===== config.mk =====
export PLATFORM = sky130hd
export DESIGN_NAME = olist_cell
export DESIGN_NICKNAME = d
export VERILOG_FILES = /design/src/design/olist_pkg.sv /design/src/design/olist_cell.sv
export SDC_FILE = /design/constraint.sdc
export NUM_CORES = 1
export LEC_CHECK = 0
export ABC_AREA = 1
export BUFFER_PORTS_ARGS = -buffer_cell sky130_fd_sc_hd__buf_2
export CAP_MARGIN = 40
export CELL_PAD_IN_SITES_DETAIL_PLACEMENT = 0
export CELL_PAD_IN_SITES_GLOBAL_PLACEMENT = 1
export CORE_UTILIZATION = 28
export CTS_CLUSTER_SIZE = 20
export DETAILED_ROUTE_END_ITERATION = 10
export PLACE_DENSITY = 0.75
export SYNTH_ARGS = -nofsm -noshare
export SYNTH_HDL_FRONTEND = slang
export SYNTH_SLANG_ARGS = --single-unit

===== constraint.sdc =====
create_clock -name i_clk -period 2.75 [get_ports i_clk]
set_input_delay 0.1375 -clock i_clk [delete_from_list [all_inputs] [get_ports i_clk]]
set_output_delay 0.1375 -clock i_clk [all_outputs]
set_load 0.03 [all_outputs]

===== src/design/olist_pkg.sv =====
// olist_pkg: request and status codes, control state and cell control types
// for the ordered list engine; no dependencies
`timescale 1ns / 1ps

package olist_pkg;

    typedef enum logic [3:0] {
        REQ_APPEND       = 4'd0,
        REQ_INSERT       = 4'd1,
        REQ_SET          = 4'd2,
        REQ_READ         = 4'd3,
        REQ_READ_LAST    = 4'd4,
        REQ_CONTAINS     = 4'd5,
        REQ_REMOVE_VALUE = 4'd6,
        REQ_REMOVE_AT    = 4'd7,
        REQ_REMOVE_LAST  = 4'd8,
        REQ_CLEAR        = 4'd9
    } t_req;

    typedef enum logic [1:0] {
        ST_OK   = 2'd0,
        ST_BAD  = 2'd1,
        ST_FULL = 2'd2
    } t_status;

    typedef enum logic [3:0] {
        S_IDLE    = 4'b0001,
        S_CAPTURE = 4'b0010,
        S_SCAN    = 4'b0100,
        S_APPLY   = 4'b1000
    } t_state;

    typedef struct packed {
        logic capture;
        logic scan;
        logic apply;
        logic ok;
        t_req op;
    } t_cell_ctl;

    localparam int IN_W  = 48;
    localparam int OUT_W = 48;

endpackage


===== src/design/olist_cell.sv =====
// olist_cell: one list entry with its match flag, match-above chain and read chain
// depends on olist_pkg
`timescale 1ns / 1ps

module olist_cell #(
    parameter int IDX        = 0,
    parameter int CNT_W      = 7,
    parameter int WORD_WIDTH = 32
) (
    input  logic                    i_clk,
    input  olist_pkg::t_cell_ctl    i_ctl,
    input  logic [WORD_WIDTH-1:0]   i_word,
    input  logic [CNT_W-1:0]        i_tgt,
    input  logic [CNT_W-1:0]        i_count,
    input  logic [WORD_WIDTH-1:0]   i_entry_up,
    input  logic [WORD_WIDTH-1:0]   i_entry_dn,
    input  logic                    i_hit_up,
    input  logic                    i_above_up,
    input  logic [WORD_WIDTH-1:0]   i_rd_up,
    output logic [WORD_WIDTH-1:0]   o_entry,
    output logic                    o_hit,
    output logic                    o_above,
    output logic [WORD_WIDTH-1:0]   o_rd
);
    import olist_pkg::*;

    localparam logic [CNT_W-1:0] IDX_C = CNT_W'(IDX);

    logic [WORD_WIDTH-1:0] r_entry, n_entry;
    logic                  r_hit, n_hit;
    logic                  r_above, n_above;
    logic [WORD_WIDTH-1:0] r_rd, n_rd;

    always_comb begin
        n_entry = r_entry;
        if (i_ctl.apply && i_ctl.ok) begin
            case (i_ctl.op)
                REQ_APPEND, REQ_SET: begin
                    if (IDX_C == i_tgt) n_entry = i_word;
                end
                REQ_INSERT: begin
                    if (IDX_C == i_tgt) n_entry = i_word;
                    else if (IDX_C > i_tgt) n_entry = i_entry_dn;
                end
                REQ_REMOVE_VALUE: begin
                    if (!r_above) n_entry = i_entry_up;
                end
                REQ_REMOVE_AT: begin
                    if (IDX_C >= i_tgt) n_entry = i_entry_up;
                end
                default: n_entry = r_entry;
            endcase
        end
    end

    always_comb begin
        n_hit   = r_hit;
        n_above = r_above;
        n_rd    = r_rd;
        if (i_ctl.capture) begin
            n_hit   = (r_entry == i_word) && (IDX_C < i_count);
            n_above = 1'b0;
        end else if (i_ctl.scan) begin
            n_above = i_above_up | i_hit_up;
            n_rd    = (IDX_C == i_tgt) ? r_entry : i_rd_up;
        end
    end

    always_ff @(posedge i_clk) begin
        r_entry <= n_entry;
        r_hit   <= n_hit;
        r_above <= n_above;
        r_rd    <= n_rd;
    end

    assign o_entry = r_entry;
    assign o_hit   = r_hit;
    assign o_above = r_above;
    assign o_rd    = r_rd;

endmodule


---- After elaboration in Yosys (flattened, before gate mapping) ----
Index checks and enable logic that the tools add are counted.
cells by class
  order comparisons ....................... 3
  eq/ne operators ......................... 9
  muxes and demuxes ....................... 7
  bitwise logic cells ..................... 2
  reductions and logical operators ........ 8
operators by type and width
  operator              count
  $mux W32              6
  $pmux W32 S4          1
  $eq A32 B32 Y1        1
  $eq A4 B3 Y1 const B  2
  $ge A1 B7 Y1 const A  1
  $gt A1 B7 Y1 const A  1
  $logic_not A7 Y1      1
  $lt A1 B7 Y1 const A  1
  $ne A2 B2 Y1 const B  3
  $reduce_and A6 Y1     1
  $eq A4 B1 Y1 const B  1
  $eq A4 B2 Y1 const B  1
  $logic_not A4 Y1      1
  $reduce_bool A4 Y1    1
  $ne A3 B3 Y1 const B  1
  $logic_and A1 B1 Y1   2
  $reduce_and A2 Y1     1
  $reduce_or A2 Y1      1
  $not A1 Y1            1
  $or A1 B1 Y1          1
storage, ports and cells
  register bits ........................... 66
  input bits .............................. 153
  output and inout port bits .............. 66
  logic and storage cells ................. 33

---- Longest topological paths before layout ----
Gate-level depths: netlist (run 1).
  depth in word-level cells ............... 4
  depth in mapped cells ................... 8
  mapped depth without buffers ............ 8

---- Worst setup path before layout (run 1) ----
No wires, ideal clock.
  path type ............................... input to register
  from .................................... input port i_tgt[1]
  to ...................................... register r_entry[0], in the netlist o_entry[0] (enable)
  library setup time ...................... 0.432 ns
  arrival time ............................ 2.327 ns
  path slack .............................. -0.008 ns
  stages on the path ...................... 6
  cells stage by stage .................... nor2_1 nand2_1 nor2_4 inv_2 buf_2 a21oi_1
on the way
  word-level cells in the longest chain between the ends .. 3
ends and longest elaborated chain
  item                                                           RTL line          text
  start: declaration                                             olist_cell.sv:13  input logic [CNT_W-1:0] i_tgt,
  $gt A1 B7 Y1 (tied with other cells)                           olist_cell.sv:43  else if (IDX_C > i_tgt) n_entry = i_entry_dn;
  $ne A3 B3 Y1 (no line) / $ne A2 B2 Y1 (equally long branches)  n/a
  $reduce_and A6 Y1 (no line) (*)                                n/a
  end signal: assignment                                         olist_cell.sv:70  r_entry <= n_entry;
  end: declaration                                               olist_cell.sv:29  logic [WORD_WIDTH-1:0] r_entry, n_entry;
Every way passes the cells marked *; elsewhere a longest branch is shown, timed or not.
A chain may end at the register's enable or synchronous reset.

---- Final worst setup path (run 1) ----
  from .................................... input port i_ctl[1] (netlist bit)
  to ...................................... register r_entry[13], in the netlist o_entry[13] (enable)
on the way
  word-level cells in the longest chain between the ends .. 4
ends and longest elaborated chain
  item                                                                 RTL line          text
  start: declaration                                                   olist_cell.sv:11  input olist_pkg::t_cell_ctl i_ctl,
  $eq A4 B2 Y1 / $logic_not A4 Y1 (equally long branches)              olist_cell.sv:37  case (i_ctl.op)
  $reduce_or A2 Y1                                                     olist_cell.sv:37
  $reduce_bool A4 Y1 (no line) / $ne A2 B2 Y1 (equally long branches)  n/a
  $reduce_and A6 Y1 (no line) (*)                                      n/a
Marks and branches as above.

==> flow_summary.ini, run 1 <==
[outcome]
outcome = finished, final reports clean

[clocking]
htree_levels = 3
cts_sinks = 66
root_buffer = clkbuf_16
cts.path.max_buffers = 2
holdBufCountCts = 0
clkTransAtPathRegs_ps = 50
cts_tree = yes
cts_setup_buffers = 0
cts_made_buffers = 9
cts_resized = 0
clkLatencyLatePin_ps = 340

[yosys]
async_flop_share = 0
synth_common_cells = nand2_1, edfxtp_1, inv_1
synth_top_flop_cell = edfxtp_1
synth-edff-count = 65
syn-num-nets = 662
postSynthAreaPerCell_sq_um = 7.91
synthCells = 509
ys_seq_elements = 66
netlist_area_sq_mm = 0.00403
synth.top_cells.by_area = edfxtp_1, nand2_1, inv_1
yosysMostFrequentCell = nand2_1
ys_seq_area_frac = 0.490
yosys_warnings = 0
synth_cell_type_count = 23
yosys.area.top_type = edfxtp_1
synth_top_area_frac = 0.485

[final_layout]
area_delta_synth_final_pct = 38.4
n_antenna_cell = 0
drive_gt1_frac = 0.350
nFillCells = 1492
design_area_sq_mm = 0.00557
layout.nets = 877

[power_and_ir_drop]
p_leak_nw = 2.71
cellInternalPower_mw = 2.03
netSwitchingPower_uw = 720
power_density_mw_per_mm2 = 494
peakVddDrop_mv = 0.249
sw_frac_of_total = 0.262
p_clk_frac = 0.406
pwr-share-comb = 0.164
p_total_mw = 2.75
sequentialPowerShare = 0.430

[global_routing]
grtUsageTotal = 0.179
grt_pass1_wl_um = 19900
antenna_found_initial = 0
grt_max_degree = 78
grt-ovfl-total = 0
grt_pass1_vias = 3978

[route]
drtIter0Drc = 169
vias_per_cell = 4.47
dr.pass1.iters = 5
routedWlPerCell_um = 14.4
vias = 4060
drc = 0
finalWirelength_um = 13100
postRouteAntennaNets = 0

[die]
rows = 43
core-area_sq_mm = 0.0139
die_x_um = 122
start_util = 0.289
die-area_sq_mm = 0.0149
die_y_um = 122
ios = 219

[sta]
rsz0062_at_grt = no
finClkSkew_ps = 8.45
setup_viol = 0
finalSetupTns_ps = 0
post-route-min-period_ps = 1800
tightest_slew_ps = 856
hold_violations = 0
timing.final.crit_share = 0.653
whs_ps = 21.2
slew_headroom = 0.428
slew_viol_final = 0
fmax_mhz = 557

[placed_design]
dp_hpwl_um = 9920
place_area_sq_mm = 0.00529
gp_congestion = 0.765
port_buffers = 218

[critical_path]
path_class = primary input to flop
worstPathArrival_ps = 1820
cp-end-kind = flop
startpoint_type = primary input
crit_fanout = 34
critical_path_required_ps = 2770

[job]
cap_violations = 0

[worst_hold_path]
hp-class = primary input to flop
-- through the flow --
stage | setup WS [ps] | util | cells
2_1_floorplan | 708 | - | 509
3_3_place_gp | 600 | 0.380 | 893
3_5_place_dp | 576 | 0.380 | 893
4_1_cts | 940 | 0.400 | 908
5_1_grt | 752 | 0.400 | 908
6_report | 954 | 0.400 | 908
-- metal layers --
layer,vias up,routed length [um],share of wire,global-route usage
met3,9,998,0.076,0.0379
met4,0,133,0.010,0.0687
met1,1809,5570,0.43,0.224
met5,-,0,0,0
met2,154,6400,0.49,0.300
li1,2088,-,-,-
-- kinds of logic after synthesis --
group                     after synthesis  synth area share
xor gates and xnor gates               10            0.0218
AOI/OAI and AO/OA                      61             0.108
and+or+nand+nor                       293             0.292
buffers and inverters                  79            0.0883
DFF                                    66             0.490
-- state kept, by name, summed over array words and instances, names as in the netlist --
register,cells
o_above,1
o_rd,32
o_entry,32
o_hit,1
-- layout make-up --
class                      count  area, sq um  share of cell area
sequential                    66         1970               0.354
timing repair buffer         226         1160               0.209
multi-input combinational    364         1720               0.308
clock buffer                  12          236              0.0425
inverter                      57          214              0.0384
tap                          180          225              0.0404
clock inverter                 3         41.3             0.00741
-- critical path: stages --
cell	delay, ps
buf_2	120
nand3_1	90
inv_2	50
nor2_4	670
o21ai_0	280
a21oi_4	180
buf_4	270
-- power groups by stage --
stage	sequential [mW]	clock, mW	combinational, mW
floorplan	1.28	0	0.161
global placement	1.20	0	0.449
detailed placement	1.20	0	0.455
CTS	1.18	1.15	0.456
global route	1.19	1.18	0.501
finish	1.18	1.12	0.450
-- path summary, 6_finish.rpt --
path                            slack [ps]                   from  cells past startpoint                     to
worst max-delay path                   950               i_ctl[1]                      7  o_entry[13]$_DFFE_PP_
worst min register to register         500   o_above$_SDFFE_PP0P_                      2   o_above$_SDFFE_PP0P_
worst min-delay path                    20               i_ctl[7]                      2   o_above$_SDFFE_PP0P_
worst max register to register        1300  o_entry[20]$_DFFE_PP_                      6        o_hit$_DFFE_PP_
-- layout by cell type (no fill, tap or decap), types with 2 or more instances in the layout --
cell type    n
buf_2      218
buf_4        7
clkbuf_1     3
clkbuf_16    9
edfxtp_1    65
inv_1       55
inv_2        2
nand2_1    227
nand3_1     36
nor2_1      23
nor2_4       4
o211ai_1    22
o211ai_2    10
o21ai_0      7
o21ai_1     19
xnor2_1      9
Power figures use the tool's default switching activity.
==> run 2: changes to the inputs <==
--- a/config.mk
+++ b/config.mk
@@ -5,15 +5,15 @@
 export SDC_FILE = /design/constraint.sdc
 export NUM_CORES = 1
 export LEC_CHECK = 0
-export ABC_AREA = 1
+export ABC_AREA = 0
 export BUFFER_PORTS_ARGS = -buffer_cell sky130_fd_sc_hd__buf_2
 export CAP_MARGIN = 40
 export CELL_PAD_IN_SITES_DETAIL_PLACEMENT = 0
 export CELL_PAD_IN_SITES_GLOBAL_PLACEMENT = 1
-export CORE_UTILIZATION = 28
+export CORE_UTILIZATION = 32
 export CTS_CLUSTER_SIZE = 20
 export DETAILED_ROUTE_END_ITERATION = 10
-export PLACE_DENSITY = 0.75
+export PLACE_DENSITY = 0.78
 export SYNTH_ARGS = -nofsm -noshare
 export SYNTH_HDL_FRONTEND = slang
 export SYNTH_SLANG_ARGS = --single-unit
==> constraint.sdc (replaced) <==
create_clock -name i_clk -period 1.85 [get_ports i_clk]
set_input_delay 0.0925 -clock i_clk [delete_from_list [all_inputs] [get_ports i_clk]]
set_output_delay 0.0925 -clock i_clk [all_outputs]
set_load 0.03 [all_outputs]
==> flow_summary.ini, run 2 <==
[critical_path]
slowest_delay_ps = 430
crit_family = flip-flops
r2r_setup_slack_ps = 170
path_class = flop to flop
critical_path_required_ps = 1980
critPathSlowestCell = edfxtp_1
worstRegToRegCells = 5
startpoint_type = flop
rr_endpoint = o_hit$_DFFE_PP_
crit_buf_inv = 1
r2r_start = o_entry[4]$_DFFE_PP_
worstPathArrival_ps = 1810
cp_cell_sequence = xor2_1, nor4_1, buf_4, nand4_1, a2111oi_1
crit_fanout = 3
cp-end-kind = flop

[yosys]
postSynthAreaPerCell_sq_um = 14.5
synth-edff-count = 65
yosysMostFrequentCell = edfxtp_1
synth_common_cells = edfxtp_1, a22o_1, mux2_2
ys_seq_elements = 66
synth_cell_type_count = 30
syn-num-nets = 392
synth_top_flop_cell = edfxtp_1
synth_top_area_frac = 0.563
yosys.area.top_type = edfxtp_1
synthCells = 239
async_flop_share = 0
yosys_warnings = 0
synth.top_cells.by_area = edfxtp_1, mux2_2, a22o_1
ys_seq_area_frac = 0.568
netlist_area_sq_mm = 0.00347

[final_layout]
final_cell_mix = buf_2, edfxtp_1, a22o_1, mux2_2, a21o_1
utilization = 0.484
nFillCells = 967
multi_input_area_sq_mm = 0.00144
layout.nets = 618
area_delta_synth_final_pct = 45.3
drive_gt1_frac = 0.611
n_antenna_cell = 0
seq_area_sq_mm = 0.00197
mostFrequentLayoutCell = buf_2

[global_routing]
grt-ovfl-total = 0
grt_max_degree = 33
grtUsageTotal = 0.180
grt_pass1_vias = 3004
antenna_found_initial = 0
grt_pass1_wl_um = 15200

[route]
routedWlPerCell_um = 16.5
vias_per_cell = 4.80
vias = 2910
drc = 0
dr.pass1.iters = 5
postRouteAntennaNets = 0
drtIter0Drc = 100
finalWirelength_um = 10000

[clocking]
cts.path.max_buffers = 2
cts_tree = yes
clkLatencyLatePin_ps = 340
cts_sinks = 66
root_buffer = clkbuf_8
htree_levels = 3
clkTransAtPathRegs_ps = 80
cts_made_buffers = 9

[power_and_ir_drop]
p_leak_nw = 2.33
sw_frac_of_total = 0.237
cellInternalPower_mw = 3.05
p_clk_frac = 0.403
pwr-share-comb = 0.158
power_density_mw_per_mm2 = 792
peakVddDrop_mv = 0.350
sequentialPowerShare = 0.438
netSwitchingPower_uw = 948

[worst_hold_path]
hold_path_end = o_entry[28]$_DFFE_PP_
hold_start = i_word[28]
hold_depth = 2
hp-class = primary input to flop

[die]
ios = 219
core-area_sq_mm = 0.0104
rows = 37
start_util = 0.333
die_x_um = 106
die-area_sq_mm = 0.0113
die_y_um = 106

[sta]
finalSetupTns_ps = 0
slew_viol_final = 0
post-route-min-period_ps = 1680
slew_headroom = 0.480
fin_ws_ps = 168
rsz0062_at_grt = no
fmax_mhz = 594
hold_violations = 0
timing.final.crit_share = 0.909
setup_viol = 0
finClkSkew_ps = 11.0
tightest_slew_ps = 779

[placed_design]
pre_cts_ws_ps = -32.0
dp_hpwl_um = 7800
port_buffers = 218
gp_congestion = 0.724

[job]
cap_violations = 0

[outcome]
outcome = finished, final reports clean
==> run 2: changes by cell type in the layout (fill, tap and decap cells not counted), sizes merged, moves of 27 or more <==
cell,previous run,this run
a21o,0,32
mux2,0,32
o211ai,32,0
nand2,227,2
inv,57,3
nand3,36,1
a22o,0,32
xor2,1,28
==> run 2: area by class of cell <==
cell class	count	share of cell area
Clock buffer	9	0.0246
Clock inverter	7	0.0280
Inverter	3	0.00223
Multi-Input combinational cell	157	0.286
Sequential cell	66	0.391
Tap cell	136	0.0337
Timing Repair Buffer	228	0.235
==> run 2: logic make-up (layout without fill, tap and decap cells) <==
| kind of cell | after synthesis | after routing | synth area share |
|---|---|---|---|
| AO/OA/AOI/OAI | 71 | 71 | 0.171 |
| multiplexers | 32 | 32 | 0.104 |
| XOR/XNOR | 32 | 32 | 0.0808 |
| flip-flops | 66 | 66 | 0.568 |
| AND/OR/NAND/NOR | 22 | 22 | 0.0440 |
| buffers and inverters | 16 | 247 | 0.0317 |
==> run 2: metrics by stage <==
stage / cell area, sq um / total power, mW / cells / hold WS (ps)
2_1_floorplan: 3500 / 2.13 / 239 / 165
3_3_place_gp: 4740 / 2.40 / 588 / 312
3_5_place_dp: 4740 / 2.42 / 588 / 310
4_1_cts: 5030 / 4.03 / 606 / 20.4
5_1_grt: 5040 / 4.14 / 606 / 18.4
6_report: 5040 / 3.99 / 606 / 37.8
==> run 2: how the worst max path moves through the flow <==
stage | endpoint | slack, ps | from | cells past startpoint
after floorplan | o_entry[0]$_DFFE_PP_ | -240 | i_tgt[6] | 4
after global placement | o_hit$_DFFE_PP_ | -3 | o_entry[0]$_DFFE_PP_ | 4
after global routing | o_hit$_DFFE_PP_ | 8 | o_entry[4]$_DFFE_PP_ | 5
final | o_hit$_DFFE_PP_ | 170 | o_entry[4]$_DFFE_PP_ | 5
after detailed placement | o_hit$_DFFE_PP_ | -30 | o_entry[0]$_DFFE_PP_ | 4
after CTS | o_hit$_DFFE_PP_ | 30 | o_entry[0]$_DFFE_PP_ | 4
==> run 2: repair_timing <==
item                                    4_1_cts  5_1_grt
setup buffers                                 0        0
endpoints found under the setup margin        1        1
hold buffers                                  2        0
hold endpoints to repair                      1        0
pin swaps                                     0        1
gates resized for setup                       2        2
==> run 2: power by group through the flow <==
stage / registers [mW] / logic (mW) / clock network (mW)
floorplan: 1.92 / 0.210 / 0
global placement: 1.78 / 0.622 / 0
detailed placement: 1.79 / 0.632 / 0
CTS: 1.75 / 0.640 / 1.64
global route: 1.76 / 0.687 / 1.70
finish: 1.75 / 0.633 / 1.61
==> run 2: routing by layer <==
layer / share of wire / track usage
met5: 0 / 0
met1: 0.42 / 0.213
met4: 0.0084 / 0.0417
met2: 0.51 / 0.323
met3: 0.059 / 0.0478
==> run 3: changes to the inputs <==
--- a/config.mk
+++ b/config.mk
@@ -13,7 +13,7 @@
 export CORE_UTILIZATION = 32
 export CTS_CLUSTER_SIZE = 20
 export DETAILED_ROUTE_END_ITERATION = 10
-export PLACE_DENSITY = 0.78
+export PLACE_DENSITY_LB_ADDON = 0.25
 export SYNTH_ARGS = -nofsm -noshare
 export SYNTH_HDL_FRONTEND = slang
 export SYNTH_SLANG_ARGS = --single-unit
==> flow_summary.ini, run 3 (synthesized netlist as in run 2, its figures left out) <==
[placed_design]
place_area_sq_mm = 0.00479
port_buffers = 218
dp_cells = 592
dp_hpwl_um = 7870
gp_congestion = 0.783

[critical_path]
r2r_setup_slack_ps = 110
critical_path_required_ps = 1980
worstRegToRegCells = 4
slowest_delay_ps = 440
rr_endpoint = o_hit$_DFFE_PP_
critPathSlowestCell = edfxtp_1
crit_family = simple AND/OR/NAND/NOR gates
crit_buf_inv = 0
worstPathArrival_ps = 1870
path_class = flop to flop
cp-end-kind = flop
cp_cell_sequence = xor2_1, nor4_2, nand3_1, a2111oi_2
startpoint_type = flop
crit_fanout = 3
r2r_start = o_entry[17]$_DFFE_PP_

[route]
vias_per_cell = 4.80
postRouteAntennaNets = 0
routedWlPerCell_um = 17.0
drc = 0
dr.pass1.iters = 4
drtIter0Drc = 103
finalWirelength_um = 10300
vias = 2921

[clocking]
cts_sinks = 66
cts.path.max_buffers = 2
cts_made_buffers = 9
clkLatencyLatePin_ps = 330
root_buffer = clkbuf_8
htree_levels = 3
cts_tree = yes
clkTransAtPathRegs_ps = 70

[worst_hold_path]
hold_start = i_ctl[7]
hold_path_end = o_above$_SDFFE_PP0P_
hold_depth = 2
hp-class = primary input to flop

[power_and_ir_drop]
cellInternalPower_mw = 2.62
power_density_mw_per_mm2 = 703
p_leak_nw = 2.31
sw_frac_of_total = 0.256
peakVddDrop_mv = 0.375
pwr-share-comb = 0.183
sequentialPowerShare = 0.498
netSwitchingPower_uw = 902
p_clk_frac = 0.319

[sta]
rsz0062_at_grt = no
fmax_mhz = 576
setup_viol = 0
timing.final.crit_share = 0.939
slew_headroom = 0.634
finClkSkew_ps = 9.26
hold_violations = 0
slew_viol_final = 0
post-route-min-period_ps = 1740
whs_ps = 38.3
tightest_slew_ps = 544
finalSetupTns_ps = 0

[final_layout]
final_cell_mix = buf_2, edfxtp_1, a22o_1, mux2_2, a21o_1
layout.nets = 621
design_area_sq_mm = 0.00500
mostFrequentLayoutCell = buf_2
area_delta_synth_final_pct = 44.1
drive_gt1_frac = 0.614
nFillCells = 996
utilization = 0.480
fin_cells = 608

[die]
start_util = 0.333
die-area_sq_mm = 0.0113
core-area_sq_mm = 0.0104
ios = 219
die_x_um = 106
die_y_um = 106
rows = 37

[outcome]
outcome = finished, final reports clean

[global_routing]
grt-ovfl-total = 0
grt_pass1_wl_um = 15800
antenna_found_initial = 1
grt_max_degree = 33
grtUsageTotal = 0.187
grt_pass1_vias = 2997

[job]
cap_violations = 0
[run 3: cell types whose count changed in the layout (fill, tap and decap cells not counted), moves of 2 or more]
cell,previous run,this run
buf_12,1,3
buf_4,7,9
bufinv_16,4,1
clkinv_2,0,2
clkinv_4,2,0
[run 3: final cells by class]
class / count / area [sq um] / area share
flip-flops and latches: 66 / 1970 / 0.394
clock inverters: 5 / 47.5 / 0.00951
diodes: 1 / 2.50 / 0.000500
clock buffers: 9 / 124 / 0.0248
well taps: 136 / 170 / 0.0340
repair buffers: 231 / 1230 / 0.246
multi-input cells: 157 / 1450 / 0.289
inverters: 3 / 11.3 / 0.00225
[run 3: worst max path at each step]
stage,from,end,slack (ps),depth (start not counted)
after global routing,o_entry[3]$_DFFE_PP_,o_hit$_DFFE_PP_,20,5
final,o_entry[17]$_DFFE_PP_,o_hit$_DFFE_PP_,110,4
after floorplan,i_tgt[6],o_entry[0]$_DFFE_PP_,-240,4
after detailed placement,o_entry[17]$_DFFE_PP_,o_hit$_DFFE_PP_,-190,4
after global placement,o_entry[0]$_DFFE_PP_,o_hit$_DFFE_PP_,30,5
after CTS,o_entry[3]$_DFFE_PP_,o_hit$_DFFE_PP_,20,5
[run 3: repair_timing]
action                                  CTS  global route
endpoints found under the hold margin     1             0
pin swaps                                 0             0
setup buffers                             0             0
endpoints found under the setup margin    1             1
gates resized for setup                   4             1
hold buffers                              1             0
[run 3: power groups by stage]
| stage | Clock, mW | Sequential [mW] | Combinational (mW) |
|---|---|---|---|
| floorplan | 0 | 1.92 | 0.210 |
| global placement | 0 | 1.78 | 0.640 |
| detailed placement | 0 | 1.78 | 0.646 |
| CTS | 1.17 | 1.75 | 0.653 |
| global route | 1.23 | 1.76 | 0.699 |
| finish | 1.12 | 1.75 | 0.644 |
[run 3: routing by layer]
| metal | share of wire | wire length, um | global-route usage | up-vias |
|---|---|---|---|---|
| li1 | - | - | - | 1412 |
| met1 | 0.42 | 4280 | 0.227 | 1385 |
| met2 | 0.50 | 5190 | 0.318 | 119 |
| met3 | 0.076 | 785 | 0.0619 | 5 |
| met4 | 0.0054 | 56 | 0.0476 | 0 |
| met5 | 0 | 0 | 0 | - |
[run 3: through the flow]
stage	total power, mW	setup slack, ps
finish	3.52	113
global route	3.68	21.7
CTS	3.57	24.6
detailed placement	2.43	-191
global placement	2.42	30.1
floorplan	2.13	-241
